[src/design/tpw_pkg.sv]
`default_nettype none

package tpw_pkg;

  // Window and store geometry
  localparam int WINDOW_POINTS = 64;
  localparam int STORE_DEPTH   = 256;
  localparam int LAG_POINTS    = (3 * WINDOW_POINTS) / 4;

  localparam int SAMPLE_W = 16;
  localparam int POS_W    = 8;
  localparam int OP_W     = 2;
  localparam int POWER_W  = 33;

  localparam int ADDR_W   = $clog2(STORE_DEPTH);
  localparam int IDX_W    = $clog2(WINDOW_POINTS);
  localparam int WIN_SHIFT = $clog2(WINDOW_POINTS);
  // Width wide enough for position + window + lag and for the store depth
  localparam int CHK_W    = $clog2(STORE_DEPTH + WINDOW_POINTS + LAG_POINTS + 256) + 1;

  // Three phases side by side in one memory word
  localparam int PHASE_W  = 3 * SAMPLE_W;

  // Product, three-phase sum and exact window accumulator widths
  localparam int PROD_W   = 2 * SAMPLE_W;
  localparam int SUM_W    = PROD_W + 2;
  localparam int ACC_W    = SUM_W + IDX_W + 1;

  // Stream widths
  localparam int IN_TDATA_W  = ((POS_W + 6 * SAMPLE_W + 7) / 8) * 8;
  localparam int OUT_TDATA_W = ((POWER_W + 7) / 8) * 8;

  typedef enum logic [OP_W-1:0] {
    OP_WRITE    = 2'd0,
    OP_ACTIVE   = 2'd1,
    OP_REACTIVE = 2'd2,
    OP_INVALID  = 2'd3
  } op_t;

  // Control that travels with the memory read data into the datapath
  typedef struct packed {
    logic clear;
    logic valid;
    logic last;
  } mac_ctl_t;

endpackage

`default_nettype wire

[src/design/tpw_mac.sv]
`default_nettype none

module tpw_mac (
  input  wire logic                              clk,
  input  wire logic                              rst_n,
  input  wire tpw_pkg::mac_ctl_t                 ctl,
  input  wire logic [tpw_pkg::PHASE_W-1:0]       volt_word,
  input  wire logic [tpw_pkg::PHASE_W-1:0]       curr_word,
  output      logic signed [tpw_pkg::ACC_W-1:0]  acc,
  output      logic                              done
);

  localparam int SW = tpw_pkg::SAMPLE_W;

  logic signed [SW-1:0] va, vb, vc, ia, ib, ic;
  logic signed [tpw_pkg::PROD_W-1:0] pa_r, pb_r, pc_r;
  logic signed [tpw_pkg::SUM_W-1:0]  sum_r;
  logic signed [tpw_pkg::ACC_W-1:0]  acc_r;
  logic p_valid_r, p_last_r, s_valid_r, s_last_r, done_r;

  // Split the memory words into phase samples
  assign va = volt_word[SW-1:0];
  assign vb = volt_word[2*SW-1:SW];
  assign vc = volt_word[3*SW-1:2*SW];
  assign ia = curr_word[SW-1:0];
  assign ib = curr_word[2*SW-1:SW];
  assign ic = curr_word[3*SW-1:2*SW];

  // Advance the valid and last markers along the pipeline
  always_ff @(posedge clk) begin
    if (!rst_n) begin
      p_valid_r <= 1'b0;
      p_last_r  <= 1'b0;
      s_valid_r <= 1'b0;
      s_last_r  <= 1'b0;
      done_r    <= 1'b0;
    end else begin
      p_valid_r <= ctl.valid;
      p_last_r  <= ctl.valid & ctl.last;
      s_valid_r <= p_valid_r;
      s_last_r  <= p_last_r;
      done_r    <= s_valid_r & s_last_r;
    end
  end

  // Multiply per phase, add the phases, accumulate the window
  always_ff @(posedge clk) begin
    pa_r  <= va * ia;
    pb_r  <= vb * ib;
    pc_r  <= vc * ic;
    sum_r <= tpw_pkg::SUM_W'(pa_r) + tpw_pkg::SUM_W'(pb_r) + tpw_pkg::SUM_W'(pc_r);
    if (ctl.clear) begin
      acc_r <= '0;
    end else if (s_valid_r) begin
      acc_r <= acc_r + tpw_pkg::ACC_W'(sum_r);
    end
  end

  assign acc  = acc_r;
  assign done = done_r;

endmodule

`default_nettype wire

[config.mk]
export PLATFORM = sky130hd
export DESIGN_NAME = tpw_mac
export DESIGN_NICKNAME = d
export VERILOG_FILES = /design/src/design/tpw_pkg.sv /design/src/design/tpw_mac.sv
export SDC_FILE = /design/constraint.sdc
export NUM_CORES = 2
export LEC_CHECK = 0
export ABC_CLOCK_PERIOD_IN_PS = 9340
export BUFFER_PORTS_ARGS = -buffer_cell sky130_fd_sc_hd__buf_2
export CAP_MARGIN = 20
export CORE_MARGIN = 2
export CORE_UTILIZATION = 45
export DETAILED_ROUTE_END_ITERATION = 10
export GPL_ROUTABILITY_DRIVEN = 0
export RECOVER_POWER = 100
export SYNTH_ARGS = -nofsm -noshare
export SYNTH_HDL_FRONTEND = slang
export SYNTH_SLANG_ARGS = --single-unit
[constraint.sdc]
create_clock -name clk -period 9.34 [get_ports clk]
set_input_delay 1.868 -clock clk [delete_from_list [all_inputs] [get_ports clk]]
set_output_delay 1.868 -clock clk [all_outputs]
set_load 0.01 [all_outputs]
==> results.md <==
* Full die area at a little under 90000 um^2
* Fin. max-slew vios at 49
* Clock skew at roughly 0.017 ns
* Port-buffer cells at between 100 and 150
* Drt pass-1 iters at 5
* Worst R2R Path Depth at 13
* Syn. warnings at 0
* Detailed Route Iter0 Violations at around 1100
* Area Overhead vs Synth at 5.670%
* Total of max-cap violations at 1
* Clk slew on worst S/H paths at roughly 0.070 ns
* RR Startpoint: pa_r[1]
* Gr ovfl total at 0
* Syn Area/Cell at about 9.3 um^2
* Ports at 143
* Worst hold stages at 1
* HP Start: p_last_r
* Number of global-route vias before repair at around 28000
* Netlist cell types at 90
* Synth cell count leaders: inv_1 (908), fa_1 (820), nand2_1 (408)
* Initial core utilization at a little under half
* CTS tree: done
* Dpl hpwl at approximately 72 mm
* Post-CTS setup repair buffer count at 0
* Synth Cell Area at 38040 um^2
* Worst Path Max Fanout at 16
* Clock latency on the worst-skew pair at about 0.45 ns
* Setup TNS at 0 ns
* Crit. Startpoint: volt_word[27]
* Sequential-to-total area share from yosys stat at a little under a tenth
* N_diodes at 0
* Worst Path Arrival at 8.80 ns
* Number of instances in the placed design at 5235
* R2R Setup Slk at between 5 and 6 ns
* Die Ht at about 290 um
* Worst min path class: register to register
* Total CTS buffers at 17
* Final Cycle Share at about nine tenths
* Hold Vio Cnt, Final at 0
* Post-synth top area share at between 40% and 50%
* Resize count post-CTS at 0
* FF+latch count, synth at ~180
* Remaining DRCs at 0
* Layout Cells excl Fill at 5267
* GRT Overall Usage at between 20% and 30%
* Post-route ant nets at 0
* Clock Path Buffers at 2
* # H-tree levels at 4
* Setup violations, final at 0
* Largest net degree at the start of global routing at 72
* Via density at 5.061
* Highest Clock Rate at 118.8 MHz
* Post-synth top flop: dfxtp_1
* Ratio of cells with drive above 1 in the final layout at 3.654%
* Routed WL at approximately 87 mm
* CTS root buffer: clkbuf_16
* Cells after Synth at 4077
* Area leader, netlist: fa_1
* Global-route wire length before repair at 147.1 mm
* Nature of the critical path endpoint: register
* Row Count at 106
* WL/cell at around 17 um
* Slew Limit Headroom at -49.49%
* Startpoint types: input pin
* Outcome: finished with violations
* Synth top area cells: fa_1 (43%), ha_1 (10%), dfxtp_1 (9.3%), inv_1 (9.0%), and2_1 (6.3%)
* Antenna violations before repair at 1
* Cts hold-fix bufs at 0
* RSZ-0062 raised after global routing: no
* Layout Nets at around 5400
* FILL cells at between 7000 and 8000
* Final min period at between 8 and 9 ns
* Die X at ~300 um
* Worst Tran Pin Value at 2.242 ns
* Post-synth ARST share at 0%
* Worst Setup Path Type: input pin to register
* Clk sinks at around 180
* Post-Syn Nets at ~5300
* Hold_ws at 0.4404 ns
* Post-synth EDFFs at 0
* Core area at about 84000 um^2
* Via Count at ~27000
* Violated checks: capacitance limit, slew limit
* Worst endpoint required time at between 9 and 10 ns
* Most common cell in the netlist: inv_1
-- layer usage --
layer,wire length (um),track usage (%),part of all wire [%],vias to the layer above
met5,0,0,0,-
met4,1558,4.306,1.8,0
met3,3010,1.893,3.5,98
met2,42220,35.57,49,515
met1,40170,29.87,46,13530
li1,-,-,-,12520
-- kinds of logic (layout without fill, tap and decap cells) --
logic type | Yosys count | in the layout | share of synthesized area [%]
AO/OA/AOI/OAI | 450 | 450 | 7.851
multiplexers | 25 | 25 | 0.6578
adder cells (fa/ha/maj) | 1138 | 1138 | 53.61
AND/OR/NAND/NOR | 1108 | 1108 | 14.76
XOR/XNOR | 153 | 153 | 3.522
buffers and inverters | 1027 | 1083 | 10.34
flip-flops | 176 | 176 | 9.261
-- path summary, 6_finish.rpt --
check	to
worst max register to register	sum_r[33]
worst max-delay path	pb_r[30]
worst min-delay path	s_last_r
worst min register to register	s_last_r
-- layout make-up --
cell class	count	area, um^2	area share (%)
flip-flops and latches	176	3525	8.767
multi-input cells	2874	30590	76.08
clock inverters	13	175.2	0.4357
inverters	908	3408	8.478
well taps	1134	1419	3.529
repair buffers	143	655.6	1.631
clock buffers	19	432.9	1.077
-- state kept, by name (all words and copies together), names as in the netlist --
name	count
sum_r	34
p_valid_r	1
pb_r	32
pc_r	32
s_last_r	1
acc	41
p_last_r	1
pa_r	32
done	1
s_valid_r	1
-- critical path, cell delays in order --
cell and delay (ns):
clkbuf_1 0.72, nand2_1 0.19, fa_1 0.55, fa_1 0.46
fa_1 0.56, inv_1 0.06, fa_1 0.49, fa_1 0.49
inv_1 0.05, fa_1 0.47, inv_1 0.04, ha_1 0.35
a211oi_1 0.32, nor3b_1 0.42, a21oi_1 0.19, o221a_2 0.35
o41ai_2 0.29, o21ai_0 0.30, or4_1 0.54, nand4_1 0.09
-- stage by stage --
| step | worst slack (ns) | utilization [%] | instance area, um^2 |
|---|---|---|---|
| 2_1_floorplan | 1.647 | - | 38040 |
| 3_3_place_gp | 1.223 | 47.39 | 39660 |
| 3_5_place_dp | 1.063 | 47.39 | 39660 |
| 4_1_cts | 1.505 | 48.11 | 40260 |
| 5_1_grt | 0.5401 | 48.04 | 40200 |
| 6_report | 0.9233 | 48.04 | 40200 |
-- layout by cell type, fill, tap and decap left out, drive strengths merged, types with 30 or more instances in the layout --
cell / n
a211oi: 33
a21o: 70
a21oi: 127
and2: 385
buf: 93
clkbuf: 69
dfxtp: 176
fa: 820
ha: 318
inv: 912
nand2: 409
nand2b: 30
nor2: 129
o21ai: 82
xnor2: 116
xor2: 37
Power is not shown: default switching activity piles up to over one toggle a cycle in this logic, so the estimate is an artifact.
